<file path="src/design/rsd_pkg.sv">
// ----------------------------------------------------------------------------
// Radar segment deframer package
// Shared constants, codes and the result record of the segment deframer.
// ----------------------------------------------------------------------------
package rsd_pkg;

    // Byte position counter, saturating at its maximum.
    localparam int unsigned POS_W = 15;
    localparam logic [POS_W-1:0] POS_MAX = {POS_W{1'b1}};

    // Segment layout: the length field sits at positions 2 to 5, and the data
    // starts after a seven byte header and a fifteen byte payload preamble.
    localparam int unsigned HDR_SKIP     = 7;
    localparam int unsigned PAYLOAD_SKIP = 15;
    localparam int unsigned DATA_FIRST   = HDR_SKIP + PAYLOAD_SKIP;
    localparam int unsigned LEN_FIRST    = 2;
    localparam int unsigned LEN_LAST     = 5;
    localparam int unsigned MIN_LEN      = 17;

    // Field widths of the channels.
    localparam int unsigned BYTE_W   = 8;
    localparam int unsigned SEG_W    = 3;
    localparam int unsigned OFFSET_W = 14;
    localparam int unsigned REQ_W    = 4;
    localparam int unsigned SPF_W    = 4;

    // Request numbers run from REQ_FIRST to the segment count plus one.
    localparam logic [REQ_W-1:0] REQ_FIRST = 4'd2;

    // Register reset value and parameter defaults.
    localparam logic [SPF_W-1:0] SPF_RESET  = 4'd6;
    localparam int unsigned DEF_MAX_FRAME_BYTES = 16384;
    localparam int unsigned DEF_MAX_SEGMENTS    = 8;

    typedef enum logic {
        KIND_DATA    = 1'b0,
        KIND_VERDICT = 1'b1
    } kind_t;

    typedef enum logic [1:0] {
        STATUS_OK         = 2'd0,
        STATUS_MISMATCH   = 2'd1,
        STATUS_BAD_LENGTH = 2'd2
    } status_t;

    typedef struct packed {
        kind_t                kind;
        logic [BYTE_W-1:0]    data_byte;
        logic [SEG_W-1:0]     segment;
        logic [OFFSET_W-1:0]  data_offset;
        status_t              status;
        logic                 frame_done;
        logic [REQ_W-1:0]     next_ack_request;
    } result_t;

endpackage

</file>
<file path="src/design/rsd_if.sv">
// ----------------------------------------------------------------------------
// Radar segment deframer channels
// Valid/ready channels for received bytes and for deframer results.
// ----------------------------------------------------------------------------
interface rsd_rx_if
    import rsd_pkg::*;
();
    logic              valid;
    logic              ready;
    logic [BYTE_W-1:0] rx_byte;
    logic              start_of_transfer;
    logic              resync;

    modport source (output valid, output rx_byte, output start_of_transfer,
                    output resync, input ready);
    modport sink   (input valid, input rx_byte, input start_of_transfer,
                    input resync, output ready);
endinterface

interface rsd_result_if
    import rsd_pkg::*;
();
    logic                valid;
    logic                ready;
    logic                kind;
    logic [BYTE_W-1:0]   data_byte;
    logic [SEG_W-1:0]    segment;
    logic [OFFSET_W-1:0] data_offset;
    logic [1:0]          status;
    logic                frame_done;
    logic [REQ_W-1:0]    next_ack_request;

    modport source (output valid, output kind, output data_byte, output segment,
                    output data_offset, output status, output frame_done,
                    output next_ack_request, input ready);
    modport sink   (input valid, input kind, input data_byte, input segment,
                    input data_offset, input status, input frame_done,
                    input next_ack_request, output ready);
endinterface

</file>
<file path="src/design/rsd_tracker.sv">
// ----------------------------------------------------------------------------
// Radar segment deframer tracker
// Segment state registers and the per-byte decode of one transfer.
// ----------------------------------------------------------------------------
module rsd_tracker
    import rsd_pkg::*;
#(
    parameter int unsigned MAX_FRAME_BYTES = DEF_MAX_FRAME_BYTES,
    parameter int unsigned MAX_SEGMENTS    = DEF_MAX_SEGMENTS
)
(
    input  logic              clk,
    input  logic              rst_n,
    input  logic              accept,
    input  logic [BYTE_W-1:0] rx_byte,
    input  logic              start_of_transfer,
    input  logic              resync,
    input  logic [SPF_W-1:0]  segments_per_frame,
    output logic              emit,
    output result_t           result
);

    // Only lengths whose frame fits the buffer are kept in full; any set bit
    // above that width is folded into a single overflow flag.
    localparam int unsigned LEN_W = $clog2(MAX_FRAME_BYTES);
    localparam logic [LEN_W:0] FRAME_LIMIT = (LEN_W+1)'(MAX_FRAME_BYTES);

    logic [POS_W-1:0] pos_reg,  pos_next;
    logic [LEN_W-1:0] len_reg,  len_next;
    logic             len_hi_reg, len_hi_next;
    logic [BYTE_W-1:0] sum_reg, sum_next;
    logic [SEG_W-1:0] seg_reg,  seg_next;
    logic [REQ_W-1:0] req_reg,  req_next;
    logic             done_reg, done_next;

    logic [SPF_W-1:0] seg_count;
    logic [POS_W-1:0] pos_base;
    logic [SEG_W-1:0] seg_base;
    logic [REQ_W-1:0] req_base;
    logic [REQ_W:0]   req_inc;
    logic [31:0]      len_shift;
    logic [LEN_W:0]   len_plus;
    logic [POS_W-1:0] last_pos;
    logic [SEG_W:0]   seg_inc;
    logic             bad_len;
    logic             count_done;

    always_comb
    begin
        if (segments_per_frame == '0)
        begin
            seg_count = SPF_W'(1);
        end
        else if (segments_per_frame > SPF_W'(MAX_SEGMENTS))
        begin
            seg_count = SPF_W'(MAX_SEGMENTS);
        end
        else
        begin
            seg_count = segments_per_frame;
        end
    end

    always_comb
    begin
        // A start restarts the transfer before the byte itself is decoded.
        pos_base    = start_of_transfer ? '0 : pos_reg;
        len_next    = start_of_transfer ? '0 : len_reg;
        len_hi_next = start_of_transfer ? 1'b0 : len_hi_reg;
        sum_next    = start_of_transfer ? '0 : sum_reg;
        done_next   = start_of_transfer ? 1'b0 : done_reg;
        seg_base    = (start_of_transfer && resync) ? '0 : seg_reg;

        req_base = (start_of_transfer && resync) ? REQ_FIRST : req_reg;
        req_inc  = {1'b0, req_base} + (REQ_W+1)'(1);
        if (!start_of_transfer)
        begin
            req_next = req_base;
        end
        else if (req_inc > ({1'b0, seg_count} + (REQ_W+1)'(1)))
        begin
            req_next = REQ_FIRST;
        end
        else
        begin
            req_next = req_inc[REQ_W-1:0];
        end

        seg_next = seg_base;
        pos_next = pos_base;

        len_shift = 32'(rx_byte) << {pos_base[1:0] - 2'd2, 3'b000};
        len_plus  = {1'b0, len_next | len_shift[LEN_W-1:0]} + (LEN_W+1)'(LEN_LAST);
        bad_len   = len_hi_next || (|len_shift[31:LEN_W])
                    || ((len_next | len_shift[LEN_W-1:0]) < LEN_W'(MIN_LEN))
                    || (len_plus >= FRAME_LIMIT);
        last_pos  = POS_W'(len_next) + POS_W'(LEN_LAST);
        seg_inc   = {1'b0, seg_base} + (SEG_W+1)'(1);
        count_done = (seg_inc >= (SEG_W+1)'(seg_count));

        emit = 1'b0;
        result.kind             = KIND_DATA;
        result.data_byte        = rx_byte;
        result.segment          = seg_base;
        result.data_offset      = OFFSET_W'(pos_base - POS_W'(DATA_FIRST));
        result.status           = STATUS_OK;
        result.frame_done       = 1'b0;
        result.next_ack_request = req_next;

        if (!done_next)
        begin
            if (pos_base != POS_MAX)
            begin
                pos_next = pos_base + POS_W'(1);
            end

            if (pos_base == '0)
            begin
                // The header byte is outside the checksum.
            end
            else if (pos_base <= POS_W'(LEN_LAST))
            begin
                sum_next = sum_next + rx_byte;
                if (pos_base >= POS_W'(LEN_FIRST))
                begin
                    len_next    = len_next | len_shift[LEN_W-1:0];
                    len_hi_next = len_hi_next | (|len_shift[31:LEN_W]);
                end
                if ((pos_base == POS_W'(LEN_LAST)) && bad_len)
                begin
                    emit             = 1'b1;
                    done_next        = 1'b1;
                    result.kind      = KIND_VERDICT;
                    result.status    = STATUS_BAD_LENGTH;
                end
            end
            else if (pos_base < last_pos)
            begin
                sum_next = sum_next + rx_byte;
                emit     = (pos_base >= POS_W'(DATA_FIRST));
            end
            else if (pos_base == last_pos)
            begin
                emit        = 1'b1;
                done_next   = 1'b1;
                result.kind = KIND_VERDICT;
                if (rx_byte == sum_next)
                begin
                    result.frame_done = count_done;
                    seg_next = count_done ? '0 : seg_inc[SEG_W-1:0];
                end
                else
                begin
                    result.status = STATUS_MISMATCH;
                end
            end
        end

        if (result.kind == KIND_VERDICT)
        begin
            result.data_byte   = '0;
            result.data_offset = '0;
        end
    end

    always_ff @(posedge clk or negedge rst_n)
    begin
        if (!rst_n)
        begin
            pos_reg    <= '0;
            len_reg    <= '0;
            len_hi_reg <= 1'b0;
            sum_reg    <= '0;
            seg_reg    <= '0;
            req_reg    <= REQ_FIRST;
            done_reg   <= 1'b0;
        end
        else if (accept)
        begin
            pos_reg    <= pos_next;
            len_reg    <= len_next;
            len_hi_reg <= len_hi_next;
            sum_reg    <= sum_next;
            seg_reg    <= seg_next;
            req_reg    <= req_next;
            done_reg   <= done_next;
        end
    end

endmodule

</file>
<file path="src/design/rsd_out_stage.sv">
// ----------------------------------------------------------------------------
// Radar segment deframer result register
// Holds one result until the downstream side takes it.
// ----------------------------------------------------------------------------
module rsd_out_stage
    import rsd_pkg::*;
(
    input  logic    clk,
    input  logic    rst_n,
    input  logic    load,
    input  result_t result,
    output logic    full,
    rsd_result_if.source res
);

    logic    valid_reg;
    result_t data_reg;

    always_ff @(posedge clk or negedge rst_n)
    begin
        if (!rst_n)
        begin
            valid_reg <= 1'b0;
        end
        else if (load)
        begin
            valid_reg <= 1'b1;
        end
        else if (res.ready)
        begin
            valid_reg <= 1'b0;
        end
    end

    always_ff @(posedge clk)
    begin
        if (load)
        begin
            data_reg <= result;
        end
    end

    assign full                 = valid_reg;
    assign res.valid            = valid_reg;
    assign res.kind             = data_reg.kind;
    assign res.data_byte        = data_reg.data_byte;
    assign res.segment          = data_reg.segment;
    assign res.data_offset      = data_reg.data_offset;
    assign res.status           = data_reg.status;
    assign res.frame_done       = data_reg.frame_done;
    assign res.next_ack_request = data_reg.next_ack_request;

endmodule

</file>
<file path="src/design/radar_segment_deframer_core.sv">
// ----------------------------------------------------------------------------
// Radar segment deframer core
// Splits a received sensor transfer into segment data bytes and a verdict.
// ----------------------------------------------------------------------------
// The core takes one received byte per clock. Each byte is decoded
// combinationally against the segment state and any result
// is written into a one-entry result register, which the result channel
// shows on the following cycle. A byte transfer is taken whenever the result
// register is empty or is being emptied in the same cycle, so a steady
// stream runs at one byte per cycle; only a stalled result sink with a
// waiting result holds off the receive channel. Each segment yields its data
// bytes (positions 22 to L+4) followed by one verdict (checksum good,
// checksum mismatch, or bad length given at byte 5), and bytes after the
// verdict are dropped until the next start of transfer. The segments per
// frame register may only be written while the core is idle; it resets to
// six, zero behaves as one, and values above MAX_SEGMENTS behave as
// MAX_SEGMENTS.
// ----------------------------------------------------------------------------
module radar_segment_deframer_core
    import rsd_pkg::*;
#(
    parameter int unsigned MAX_FRAME_BYTES = DEF_MAX_FRAME_BYTES,
    parameter int unsigned MAX_SEGMENTS    = DEF_MAX_SEGMENTS
)
(
    input  logic             clk,
    input  logic             rst_n,
    input  logic             cfg_wr_en,
    input  logic [SPF_W-1:0] cfg_wr_data,
    rsd_rx_if.sink           rx_chan,
    rsd_result_if.source     result_chan
);

    logic [SPF_W-1:0] spf_reg;
    logic             accept;
    logic             emit;
    logic             out_full;
    result_t          result;

    // Segments per frame register.
    always_ff @(posedge clk or negedge rst_n)
    begin
        if (!rst_n)
        begin
            spf_reg <= SPF_RESET;
        end
        else if (cfg_wr_en)
        begin
            spf_reg <= cfg_wr_data;
        end
    end

    // A byte is taken when the result register has room for whatever the
    // byte may produce, counting the slot freed by a result transfer now.
    assign rx_chan.ready = !out_full || result_chan.ready;
    assign accept        = rx_chan.valid && rx_chan.ready;

    rsd_tracker #(
        .MAX_FRAME_BYTES (MAX_FRAME_BYTES),
        .MAX_SEGMENTS    (MAX_SEGMENTS)
    ) u_tracker (
        .clk                (clk),
        .rst_n              (rst_n),
        .accept             (accept),
        .rx_byte            (rx_chan.rx_byte),
        .start_of_transfer  (rx_chan.start_of_transfer),
        .resync             (rx_chan.resync),
        .segments_per_frame (spf_reg),
        .emit               (emit),
        .result             (result)
    );

    // Results are loaded only for accepted bytes that produce one.
    rsd_out_stage u_out_stage (
        .clk    (clk),
        .rst_n  (rst_n),
        .load   (accept && emit),
        .result (result),
        .full   (out_full),
        .res    (result_chan)
    );

endmodule

</file>
<file path="src/flat_wrapper.sv">
// flat-port wrapper written by rule: the top's interface ports become plain ports
module radar_segment_deframer_core_flat import rsd_pkg::*;
#(
    parameter int unsigned MAX_FRAME_BYTES = DEF_MAX_FRAME_BYTES,
    parameter int unsigned MAX_SEGMENTS    = DEF_MAX_SEGMENTS
)
  (clk, rst_n, cfg_wr_en, cfg_wr_data, rx_chan_valid, rx_chan_rx_byte, rx_chan_start_of_transfer, rx_chan_resync, rx_chan_ready, result_chan_valid, result_chan_kind, result_chan_data_byte, result_chan_segment, result_chan_data_offset, result_chan_status, result_chan_frame_done, result_chan_next_ack_request, result_chan_ready);
  rsd_rx_if rx_chan_i ();
  rsd_result_if result_chan_i ();
  input  logic clk;
  input  logic rst_n;
  input  logic cfg_wr_en;
  input  logic [SPF_W-1:0] cfg_wr_data;
  input wire logic [$bits(rx_chan_i.valid)-1:0] rx_chan_valid;
  input wire logic [$bits(rx_chan_i.rx_byte)-1:0] rx_chan_rx_byte;
  input wire logic [$bits(rx_chan_i.start_of_transfer)-1:0] rx_chan_start_of_transfer;
  input wire logic [$bits(rx_chan_i.resync)-1:0] rx_chan_resync;
  output wire logic [$bits(rx_chan_i.ready)-1:0] rx_chan_ready;
  output wire logic [$bits(result_chan_i.valid)-1:0] result_chan_valid;
  output wire logic [$bits(result_chan_i.kind)-1:0] result_chan_kind;
  output wire logic [$bits(result_chan_i.data_byte)-1:0] result_chan_data_byte;
  output wire logic [$bits(result_chan_i.segment)-1:0] result_chan_segment;
  output wire logic [$bits(result_chan_i.data_offset)-1:0] result_chan_data_offset;
  output wire logic [$bits(result_chan_i.status)-1:0] result_chan_status;
  output wire logic [$bits(result_chan_i.frame_done)-1:0] result_chan_frame_done;
  output wire logic [$bits(result_chan_i.next_ack_request)-1:0] result_chan_next_ack_request;
  input wire logic [$bits(result_chan_i.ready)-1:0] result_chan_ready;
  assign rx_chan_i.valid = rx_chan_valid;
  assign rx_chan_i.rx_byte = rx_chan_rx_byte;
  assign rx_chan_i.start_of_transfer = rx_chan_start_of_transfer;
  assign rx_chan_i.resync = rx_chan_resync;
  assign rx_chan_ready = rx_chan_i.ready;
  assign result_chan_valid = result_chan_i.valid;
  assign result_chan_kind = result_chan_i.kind;
  assign result_chan_data_byte = result_chan_i.data_byte;
  assign result_chan_segment = result_chan_i.segment;
  assign result_chan_data_offset = result_chan_i.data_offset;
  assign result_chan_status = result_chan_i.status;
  assign result_chan_frame_done = result_chan_i.frame_done;
  assign result_chan_next_ack_request = result_chan_i.next_ack_request;
  assign result_chan_i.ready = result_chan_ready;
  radar_segment_deframer_core #(.MAX_FRAME_BYTES(MAX_FRAME_BYTES), .MAX_SEGMENTS(MAX_SEGMENTS)) u_core (.clk(clk), .rst_n(rst_n), .cfg_wr_en(cfg_wr_en), .cfg_wr_data(cfg_wr_data), .rx_chan(rx_chan_i), .result_chan(result_chan_i));
endmodule
</file>
<file path="config.mk">
export PLATFORM = sky130hd
export DESIGN_NAME = radar_segment_deframer_core_flat
export DESIGN_NICKNAME = d
export VERILOG_FILES = /design/src/design/rsd_pkg.sv /design/src/design/rsd_if.sv /design/src/design/rsd_tracker.sv /design/src/design/rsd_out_stage.sv /design/src/design/radar_segment_deframer_core.sv /design/src/flat_wrapper.sv
export SDC_FILE = /design/constraint.sdc
export NUM_CORES = 1
export LEC_CHECK = 0
export BUFFER_PORTS_ARGS = -buffer_cell sky130_fd_sc_hd__buf_2
export CAP_MARGIN = 5
export CORE_UTILIZATION = 46
export CTS_BUF_LIST = sky130_fd_sc_hd__clkbuf_4
export CTS_CLUSTER_DIAMETER = 120
export DETAILED_ROUTE_END_ITERATION = 12
export PLACE_DENSITY = 0.7
export SETUP_SLACK_MARGIN = 0.15
export SLEW_MARGIN = 20
export SYNTH_ARGS = -nofsm -noshare
export SYNTH_HDL_FRONTEND = slang
export SYNTH_SLANG_ARGS = --single-unit
</file>
<file path="constraint.sdc">
create_clock -name clk -period 6.5 [get_ports clk]
set_input_delay 0.65 -clock clk [delete_from_list [all_inputs] [get_ports clk]]
set_output_delay 0.65 -clock clk [all_outputs]
set_load 0.01 [all_outputs]
</file>
* Word-level counts from Yosys, hierarchy flattened
Index checks and enable logic that the tools add are counted.
Operators by class: add/subtract/negate cells 9, order comparisons 9, equality and inequality tests 4, shift-type cells 1, muxes and demuxes 51, bitwise logic cells 4, reductions and logical operators 15
Operator list (number):
- 2-to-1 mux 14 bit | 5
- 2-to-1 mux 15 bit | 3
- 2-to-1 mux 8 bit | 5
- << shifter 8 x 5 -> 32 bit | 1
- adder 14 x 3 -> 15 bit (second input constant) | 2
- 2-to-1 mux 3 bit | 10
- 2-to-1 mux 1 bit | 21
- 2-to-1 mux 4 bit | 5
- OR reduction 18 bit | 1
- adder 15 x 1 -> 15 bit (second input constant) | 1
- equality test 15 bit | 1
- equality test 15 x 3 -> 1 bit (second input constant) | 1
- >= comparator 15 bit (second input constant) | 1
- >= comparator 15 x 2 -> 1 bit (second input constant) | 1
- >= comparator 15 x 5 -> 1 bit (second input constant) | 1
- less-or-equal comparator 15 x 3 -> 1 bit (second input constant) | 1
- zero test 15 bit | 1
- < comparator 15 bit | 1
- != test 15 bit (second input constant) | 1
- < comparator 14 x 5 -> 1 bit (second input constant) | 1
- OR 14 bit | 1
- subtractor 14 x 5 -> 14 bit (second input constant) | 1
- adder 4 x 1 -> 5 bit (second input constant) | 2
- adder 8 bit | 1
- other kinds (16) | 24
Storage, ports and cells: bits in registers 84, input port bits 19, output and inout bits 35, word-level logic and storage cells 109

* Logic depth before layout (Yosys ltp)
Gate-level depths: netlist of the first run.
depth in word-level cells 14, mapped depth 20, depth with buffers taken out 16

* Modules after synthesis
From an unflattened synthesis of the first run, not the netlist that was laid out.
Second synthesis, totals: cell total of the unflattened synthesis 605, area total of the unflattened synthesis 5785.5 µm²
Modules (own cells, without submodules):
- rsd_tracker | instances 1, cells an instance 557, area each 4576.9 µm², sequential area each 1152.4 µm²
- rsd_out_stage | instances 1, cells an instance 37, area each 1034.7 µm², sequential area each 1016.0 µm²
- radar_segment_deframer_core | instances 1, cells an instance 11, area each 173.9 µm², sequential area each 102.6 µm²

* Worst setup path before layout of the first run
Ideal clock, no wire load.
kind input port to flip-flop, from input port rx_chan_start_of_transfer, to register u_core.u_out_stage.data_reg, in the netlist u_core.u_out_stage.res.data_byte[0] (enable), library setup time 0.485 ns, arrival time 4.501 ns, required time 6.015 ns, slack 1.514 ns, stages 19, buffers on the path 5, cell sequence buf_2 > clkbuf_1 > clkbuf_1 > clkbuf_1 > buf_1 > nor2b_1 > ha_1 > nor2_1 > nor2_1 > nand3_1 > xnor2_1 > nand2_1 > ha_1 > a21oi_1 > o21ai_0 > a211oi_1 > nand3_1 > o2111ai_1 > nand2_1
Between the ends: cells in the longest elaborated chain, start to end 13, elaborated cells on any way between the ends 29, those cells by class 3 x add/sub; 5 x order compare; 2 x eq/ne; 1 x shift; 10 x mux; 1 x bitwise; 7 x reduce/logical
Ends and longest elaborated chain:
- start, declared | RTL line flat_wrapper.sv:16 | input wire logic [$bits(rx_chan_i.start_of_transfer)-1:0] rx_chan_start_of_transfer;
- 2-to-1 mux 15 bit | RTL line rsd_tracker.sv:67 | pos_base = start_of_transfer ? '0 : pos_reg;
- subtractor 2 bit | RTL line rsd_tracker.sv:92 | len_shift = 32'(rx_byte) << {pos_base[1:0] - 2'd2, 3'b000};
- << shifter 8 x 5 -> 32 bit | RTL line rsd_tracker.sv:92
- OR 14 bit or OR reduction 18 bit (tied branches) | RTL line rsd_tracker.sv:93, rsd_tracker.sv:95, rsd_tracker.sv:94
- adder 14 x 3 -> 15 bit (tied with other cells) | RTL line rsd_tracker.sv:93 | len_plus = {1'b0, len_next | len_shift[LEN_W-1:0]} + (LEN_W+1)'(LEN_LAST);
- >= comparator 15 bit or logical OR 1 bit (tied branches) | RTL line rsd_tracker.sv:96, rsd_tracker.sv:95
- logical OR 1 bit | RTL line rsd_tracker.sv:96 | || (len_plus >= FRAME_LIMIT);
- logical AND 1 bit | RTL line rsd_tracker.sv:129 | if ((pos_base == POS_W'(LEN_LAST)) && bad_len)
- 2-to-1 mux 1 bit | RTL line rsd_tracker.sv:129
- 2-to-1 mux 1 bit | RTL line rsd_tracker.sv:121 | else if (pos_base <= POS_W'(LEN_LAST))
- 2-to-1 mux 1 bit | RTL line rsd_tracker.sv:117 | if (pos_base == '0)
- 2-to-1 mux 1 bit * | RTL line rsd_tracker.sv:110 | if (!done_next)
- logical AND 1 bit * | RTL line radar_segment_deframer_core.sv:77 | .load (accept && emit),
- via u_core.u_out_stage.load | RTL line rsd_out_stage.sv:10 | input logic load,
- end signal, assigned | RTL line rsd_out_stage.sv:39 | data_reg <= result;
- end, declared | RTL line rsd_out_stage.sv:17 | result_t data_reg;
The timed path passes the listed nets; every way through them passes the cells marked *. A chain may end at the register's enable or synchronous reset.

* Worst setup path in the final report of the first run
from register u_core.u_tracker.len_reg[1], to register u_core.u_out_stage.data_reg, in the netlist u_core.u_out_stage.res.data_offset[7] (enable)
Between the ends: cells in the longest elaborated chain, start to end 11, elaborated cells on any way between the ends 18, those cells by class 2 x add/sub; 3 x order compare; 1 x eq/ne; 7 x mux; 1 x bitwise; 4 x reduce/logical
Ends and longest elaborated chain:
- start, declared | RTL line rsd_tracker.sv:29 | logic [LEN_W-1:0] len_reg, len_next;
- start signal, assigned | RTL line rsd_tracker.sv:181 | len_reg <= len_next;
- 2-to-1 mux 14 bit * | RTL line rsd_tracker.sv:68 | len_next = start_of_transfer ? '0 : len_reg;
- OR 14 bit | RTL line rsd_tracker.sv:93, rsd_tracker.sv:95
- adder 14 x 3 -> 15 bit or < comparator 14 x 5 -> 1 bit (tied branches) | RTL line rsd_tracker.sv:93, rsd_tracker.sv:95
- >= comparator 15 bit or logical OR 1 bit (tied branches) | RTL line rsd_tracker.sv:96, rsd_tracker.sv:95
- logical OR 1 bit | RTL line rsd_tracker.sv:96
- logical AND 1 bit | RTL line rsd_tracker.sv:129
- 2-to-1 mux 1 bit | RTL line rsd_tracker.sv:129
- 2-to-1 mux 1 bit * | RTL line rsd_tracker.sv:121
- 2-to-1 mux 1 bit * | RTL line rsd_tracker.sv:117
- 2-to-1 mux 1 bit * | RTL line rsd_tracker.sv:110
- logical AND 1 bit * | RTL line radar_segment_deframer_core.sv:77
- via u_core.u_out_stage.load | RTL line rsd_out_stage.sv:10
Marks and branches as above.

==> impl_metrics.toml, run 1 <==
[sta]
tns_ns = 0
finalCritPeriodShare_pct = 60.9
finalSetupViolations = 0
hold_violations = 0
drv_slew = 0
post-route-min-period_ns = 3.96
skew_ns = 0.0178
final.setup.worst_slack_ns = 2.54
slew_headroom_pct = 33.1
fmax_mhz = 253
rsz0062_at_grt = "false"
worst_slew_pin_slew_ns = 0.978

[synth]
yosysWarningCount = 0
yosysTopAreaCellShare_pct = 20.5
synthFlopType = "dfrtp_1"
synth_cells = 654
syn-cell-area_um2 = 5850
synth.area.top_cells = "dfrtp_1 21%, edfxtp_1 17%, ha_1 8.8%"
synth_top_cell_by_area = "dfrtp_1"
ys_ff_latch = 84
syn_nets = 715
synth_cell_type_count = 73
synth_edf_count = 33
synth-seq-area-share_pct = 38.8
syn_area_per_cell_um2 = 8.94
async_reset_ff_share_pct = 60.7

[global_route]
grt_pass1_vias = 5036
globalRoute.totalOverflow = 0
grt_max_degree = 52
groute.usage.overall_pct = 25.4
grt_pass1_wl_um = 25500
antenna_found_initial = 1

[critical_path]
r2r-end = "u_core.u_out_stage.res.data_offset[7]$_SDFFCE_PP0P_"
worstSetupPathType = "register to register"
cp_cell_sequence = "nor2b_1 -> ha_1 -> nor2_1 -> nor2_1 -> nand3_1 -> xnor2_1 -> nand2_1 -> ha_1 -> nand4_1 -> nor4_1 -> o2111ai_1 -> nand2_1 -> buf_4"
arrival_ns = 4.10
timing.rr.start = "u_core.u_tracker.len_reg[1]$_DFFE_PN0P_"
ff2ff_path_depth = 13
worst_path_largest_cell_delay_ns = 0.54
cp_slowest_cell = "nor4_1"
path_buf_inv = 1
reg2reg_slack_ns = 2.54
end_kind = "register"
crit_required_ns = 6.64
crit_path_start_kind = "register"
critPathTopFamily = "simple AND/OR/NAND/NOR gates"
crit_path_max_fanout = 25

[clocking]
clkSinkCount = 84
cts.repair.resized = 0
hold_buffers = 0
cts_root_buf = "clkbuf_4"
clk_pin_slew_ns = 0.13
cts_buffers = 9
cts_tree = "done"
clk_path_buf_depth = 2
clk_latency_ns = 0.47
postCtsSetupBuffers = 0
htreeDepth = 3

[outcome]
status = "finished, final reports clean"

[floorplanning]
die_area_um2 = 13200
fp.dieW_um = 115
num_io_pins = 54
start_util_pct = 47.9
coreArea_um2 = 12200
rows = 40
die_y_um = 115

[cells_and_area]
largest_reg_flops = 15
drive_gt1_share_pct = 12.9
most-common-layout-cells = "108 x nand2_1, 53 x buf_2, 48 x dfrtp_1, 43 x o21ai_0, 41 x ha_1"
layout_commonest_cell = "nand2_1"
syn_to_final_growth_pct = 8.84
nets = 756

[detailed_routing]
dr.pass1.iters = 5
route.vias.total = 5138
drt-initial-drc-count = 464
ant_nets = 0
wl_um = 15700
drt-vias-per-instance = 5.91
drc = 0
drt-wirelength-per-cell_um = 18.1

[placement]
port_buffers = 53
place_ws_ns = 2.11
place_hpwl_um = 11600
place.gp.congestion = 0.964

[pwr]
power_density_nw_per_um2 = 222
total_leakage_power_nw = 2.70
irDropWorstVdd_mv = 0.160

[worst_hold_path]
hp-class = "primary input to async pin"

[flow_run]
cap_violations = 0
## synthesized netlist by cell type (all sizes together), types with 6 or more instances
| cell | number |
|---|---|
| nand4 | 9 |
| a211oi | 10 |
| nand3 | 18 |
| a31oi | 8 |
| xnor2 | 23 |
| nand2b | 9 |
| inv | 30 |
| nor2 | 31 |
| o211ai | 7 |
| and3 | 8 |
| o21ai | 47 |
| o31ai | 12 |
| nand2 | 109 |
| or3 | 6 |
| nor4 | 6 |
| and2 | 6 |
| a21oi | 25 |
| edfxtp | 33 |
| nor2b | 26 |
| or4 | 6 |
| o21a | 6 |
| a21o | 6 |
| buf | 13 |
| dfrtp | 48 |
| clkbuf | 16 |
| o41ai | 6 |
| ha | 41 |
| xor2 | 16 |
## worst register-to-register path, delay by kind of cell, from the launching register on
kind | cells | cell delay (ns)
AND/OR/NAND/NOR | 8 | 1.80
adder cells (fa/ha/maj) | 2 | 0.58
flip-flops | 1 | 0.47
buffers and inverters | 1 | 0.40
AO/OA/AOI/OAI | 1 | 0.23
XOR/XNOR | 1 | 0.15
## worst max path at each step
stage,start,end,depth (start not counted)
4_1_cts,u_core.u_tracker.len_reg[1]$_DFFE_PN0P_,u_core.u_out_stage.res.data_offset[8]$_SDFFCE_PP0P_,13
3_5_place_dp,rx_chan_start_of_transfer,u_core.u_out_stage.res.data_offset[8]$_SDFFCE_PP0P_,16
2_1_floorplan,rx_chan_start_of_transfer,u_core.u_out_stage.res.data_byte[0]$_SDFFCE_PP0P_,19
6_report,u_core.u_tracker.len_reg[1]$_DFFE_PN0P_,u_core.u_out_stage.res.data_offset[7]$_SDFFCE_PP0P_,13
3_3_place_gp,rx_chan_start_of_transfer,u_core.u_out_stage.res.data_offset[11]$_SDFFCE_PP0P_,18
5_1_grt,u_core.u_tracker.len_reg[1]$_DFFE_PN0P_,u_core.u_out_stage.res.data_offset[7]$_SDFFCE_PP0P_,13
## routing by layer
metal | GRT usage, % | routed length, um
met1 | 32.3 | 6950
met2 | 41.1 | 7270
met3 | 4.96 | 818
met4 | 13.3 | 649
met5 | 0 | 0
## where the power goes
group	internal [mW]	total (mW)	leakage, nW	switching [mW]
clock	0.0789	0.259	0.0634	0.180
sequential	0.612	0.676	0.980	0.0641
combinational	0.196	0.481	1.66	0.284
total	0.887	1.42	2.70	0.529
## metrics by stage
stage               power, mW  util (%)  hold slack (ns)  std cells  area (um^2)
floorplan                1.03         -            0.354        654         5850
global placement         1.14      51.2            0.464        852         6260
detailed placement       1.16      51.2            0.482        852         6260
CTS                      1.42      52.1            0.310        868         6360
global route             1.51      52.1            0.331        869         6360
finish                   1.42      52.1            0.281        869         6360
## kinds of logic (layout without fill, tap and decap cells)
family                   Yosys count  count (layout)  synth area share (%)
flip-flops                        84              84                  38.8
AO/OA/AOI/OAI                    165             165                  19.0
buffers and inverters             60             106                  4.15
multiplexers                       6               6                  1.09
other                              1               2                0.0641
AND/OR/NAND/NOR                  257             257                  21.9
adder cells (fa/ha/maj)           42              42                  9.11
XOR/XNOR                          39              39                  5.84
## area by class of cell
class                   count  area, um^2
diodes                      1        2.50
clock buffers              10        75.1
clock inverters             6        31.3
fillers                  1131        5850
inverters                  31         116
multi-input cells         510        3350
flip-flops and latches     84        2270
well taps                 168         210
repair buffers             59         310
Note: power is estimated with default switching activity, not from simulation.
==> run 2, diff against run 1 <==
--- a/config.mk
+++ b/config.mk
@@ -11,7 +11,7 @@
 export CTS_BUF_LIST = sky130_fd_sc_hd__clkbuf_4
 export CTS_CLUSTER_DIAMETER = 120
 export DETAILED_ROUTE_END_ITERATION = 12
-export PLACE_DENSITY = 0.7
+export PLACE_DENSITY = 0.73
 export SETUP_SLACK_MARGIN = 0.15
 export SLEW_MARGIN = 20
 export SYNTH_ARGS = -nofsm -noshare
==> constraint.sdc (replaced) <==
create_clock -name clk -period 3.5 [get_ports clk]
set_input_delay 0.35 -clock clk [delete_from_list [all_inputs] [get_ports clk]]
set_output_delay 0.35 -clock clk [all_outputs]
set_load 0.01 [all_outputs]
==> impl_metrics.toml, run 2 (synthesis gave the netlist of run 1 again) <==
[detailed_routing]
route.vias.total = 5389
drt-wirelength-per-cell_um = 17.9
dr.pass1.iters = 5
wl_um = 16200
ant_nets = 0
drc = 0
drt-initial-drc-count = 555
drt-vias-per-instance = 5.97

[sta]
rsz0062_at_grt = "true"
finalSetupViolations = 0
slew_headroom_pct = 34.6
skew_ns = 0.0210
drv_slew = 0
post-route-min-period_ns = 3.27
hold_violations = 0
tns_ns = 0
final.setup.worst_slack_ns = 0.233
fmax_mhz = 306
finalCritPeriodShare_pct = 93.3
worst_slew_pin_slew_ns = 0.956

[cells_and_area]
layout_commonest_cell = "nand2_1"
drive_gt1_share_pct = 19.4
fin_cells = 902
syn_to_final_growth_pct = 15.8
fillers = 1125
final_area_um2 = 6770
nets = 788
largest_reg_flops = 15
most-common-layout-cells = "108 x nand2_1, 53 x buf_2, 45 x dfrtp_1, 38 x ha_1, 34 x buf_4"

[floorplanning]
num_io_pins = 54
fp.dieW_um = 115
start_util_pct = 47.9
die_area_um2 = 13200
rows = 40
die_y_um = 115
coreArea_um2 = 12200

[clocking]
clk_pin_slew_ns = 0.14
htreeDepth = 3
cts_tree = "done"
cts_buffers = 9
clk_path_buf_depth = 2
clkSinkCount = 84
clk_latency_ns = 0.48
cts_root_buf = "clkbuf_4"

[placement]
place_ws_ns = 0.127
place.gp.congestion = 0.904
port_buffers = 53
place_hpwl_um = 11800
dpl_cell_area_um2 = 6470
numPlacedInstances = 871

[global_route]
grt_pass1_wl_um = 25500
met1_usage_pct = 31.3
globalRoute.totalOverflow = 0
antenna_found_initial = 1
gr-max-usage-layer = "met2"
grt_pass1_vias = 5269
groute.usage.overall_pct = 25.3
grt_use_met2_pct = 42.8
grt_max_degree = 38
grt_use_met3_pct = 5.01

[critical_path]
critPathTopFamily = "simple AND/OR/NAND/NOR gates"
worstSetupPathType = "register to register"
path_buf_inv = 2
crit_path_max_fanout = 5
cp_cell_sequence = "and4b_1 -> nand3_2 -> nor2_4 -> nand3_2 -> xnor2_1 -> nand2_1 -> ha_4 -> nand4_1 -> nor4_2 -> o211ai_1 -> buf_4 -> buf_6 -> or3_4 -> o211ai_1"
end_kind = "register"
arrival_ns = 3.66
worst_path_largest_cell_delay_ns = 0.42
crit_required_ns = 3.90
cp_slowest_cell = "dfrtp_2"
crit_path_start_kind = "register"

[outcome]
status = "finished, final reports clean"

[flow_run]
cap_violations = 0

[pwr]
total_leakage_power_nw = 2.87
irDropWorstVdd_mv = 0.310
power_density_nw_per_um2 = 401

[worst_hold_path]
hp-class = "primary input to register"
## run 2: changes by cell type in the layout (fill, tap and decap cells not counted), moves of 3 or more
cell | before | now
nor2_2 | 0 | 4
ha_1 | 41 | 38
o21ai_0 | 43 | 32
o21ai_1 | 4 | 15
clkinv_2 | 4 | 1
ha_4 | 0 | 3
dfrtp_1 | 48 | 45
buf_4 | 6 | 34
dfrtp_2 | 0 | 3
nor2_1 | 31 | 26
## run 2: area by class of cell
type | count | area, um^2 | area share [%]
diodes | 2 | 5.00 | 0.0739
clock buffers | 10 | 75.1 | 1.11
clock inverters | 6 | 31.3 | 0.462
inverters | 31 | 116 | 1.72
multi-input cells | 510 | 3480 | 51.3
flip-flops and latches | 84 | 2270 | 33.6
well taps | 168 | 210 | 3.10
repair buffers | 91 | 582 | 8.59
## run 2: path summary, 6_finish.rpt
path | start | end | slack [ns] | depth (start not counted)
max | u_core.u_tracker.len_reg[5]$_DFFE_PN0P_ | u_core.u_tracker.seg_reg[1]$_DFFE_PN0P_ | 0.23 | 14
min | cfg_wr_data[3] | u_core.spf_reg[3]$_DFFE_PN0P_ | 0.09 | 3
max reg2reg | u_core.u_tracker.len_reg[5]$_DFFE_PN0P_ | u_core.u_tracker.seg_reg[1]$_DFFE_PN0P_ | 0.23 | 14
min reg2reg | u_core.u_tracker.len_hi_reg$_DFFE_PN0P_ | u_core.u_tracker.len_hi_reg$_DFFE_PN0P_ | 0.51 | 2
max in group asynchronous | rst_n | u_core.spf_reg[1]$_DFFE_PN1P_ | 2.19 | 3
min in group asynchronous | rst_n | u_core.u_tracker.len_reg[0]$_DFFE_PN0P_ | 0.42 | 2
## run 2: routing by layer
metal  up-vias  routed length, um
met1      2615               6810
met5         -                  0
met3        50                943
met2       206               7820
li1       2518                  -
met4         0                593
## run 2: stage by stage
step / hold slack (ns) / util, % / total power, mW
floorplan: 0.0544 / - / 1.92
global placement: 0.428 / 53.0 / 2.16
detailed placement: 0.429 / 53.0 / 2.20
CTS: 0.0582 / 53.9 / 2.70
global route: 0.0485 / 55.4 / 2.89
finish: 0.0853 / 55.4 / 2.71
## run 2: worst min-delay path, cell delays in order
cell and delay (ns):
buf_2 0.07, nand2_1 0.03, o21ai_0 0.06
## run 2: timing repair
action	4_1_cts	5_1_grt
hold endpoints to repair	26	0
hold buffers	1	0
endpoints found under the setup margin	0	67
setup buffers	0	12
resized for setup	0	19
## run 2: where the power goes
group / switching (mW) / leakage (nW) / internal [mW] / total [mW]
registers: 0.115 / 0.975 / 1.14 / 1.25
logic: 0.557 / 1.84 / 0.405 / 0.963
clock network: 0.354 / 0.0549 / 0.145 / 0.499
total: 1.03 / 2.87 / 1.69 / 2.71
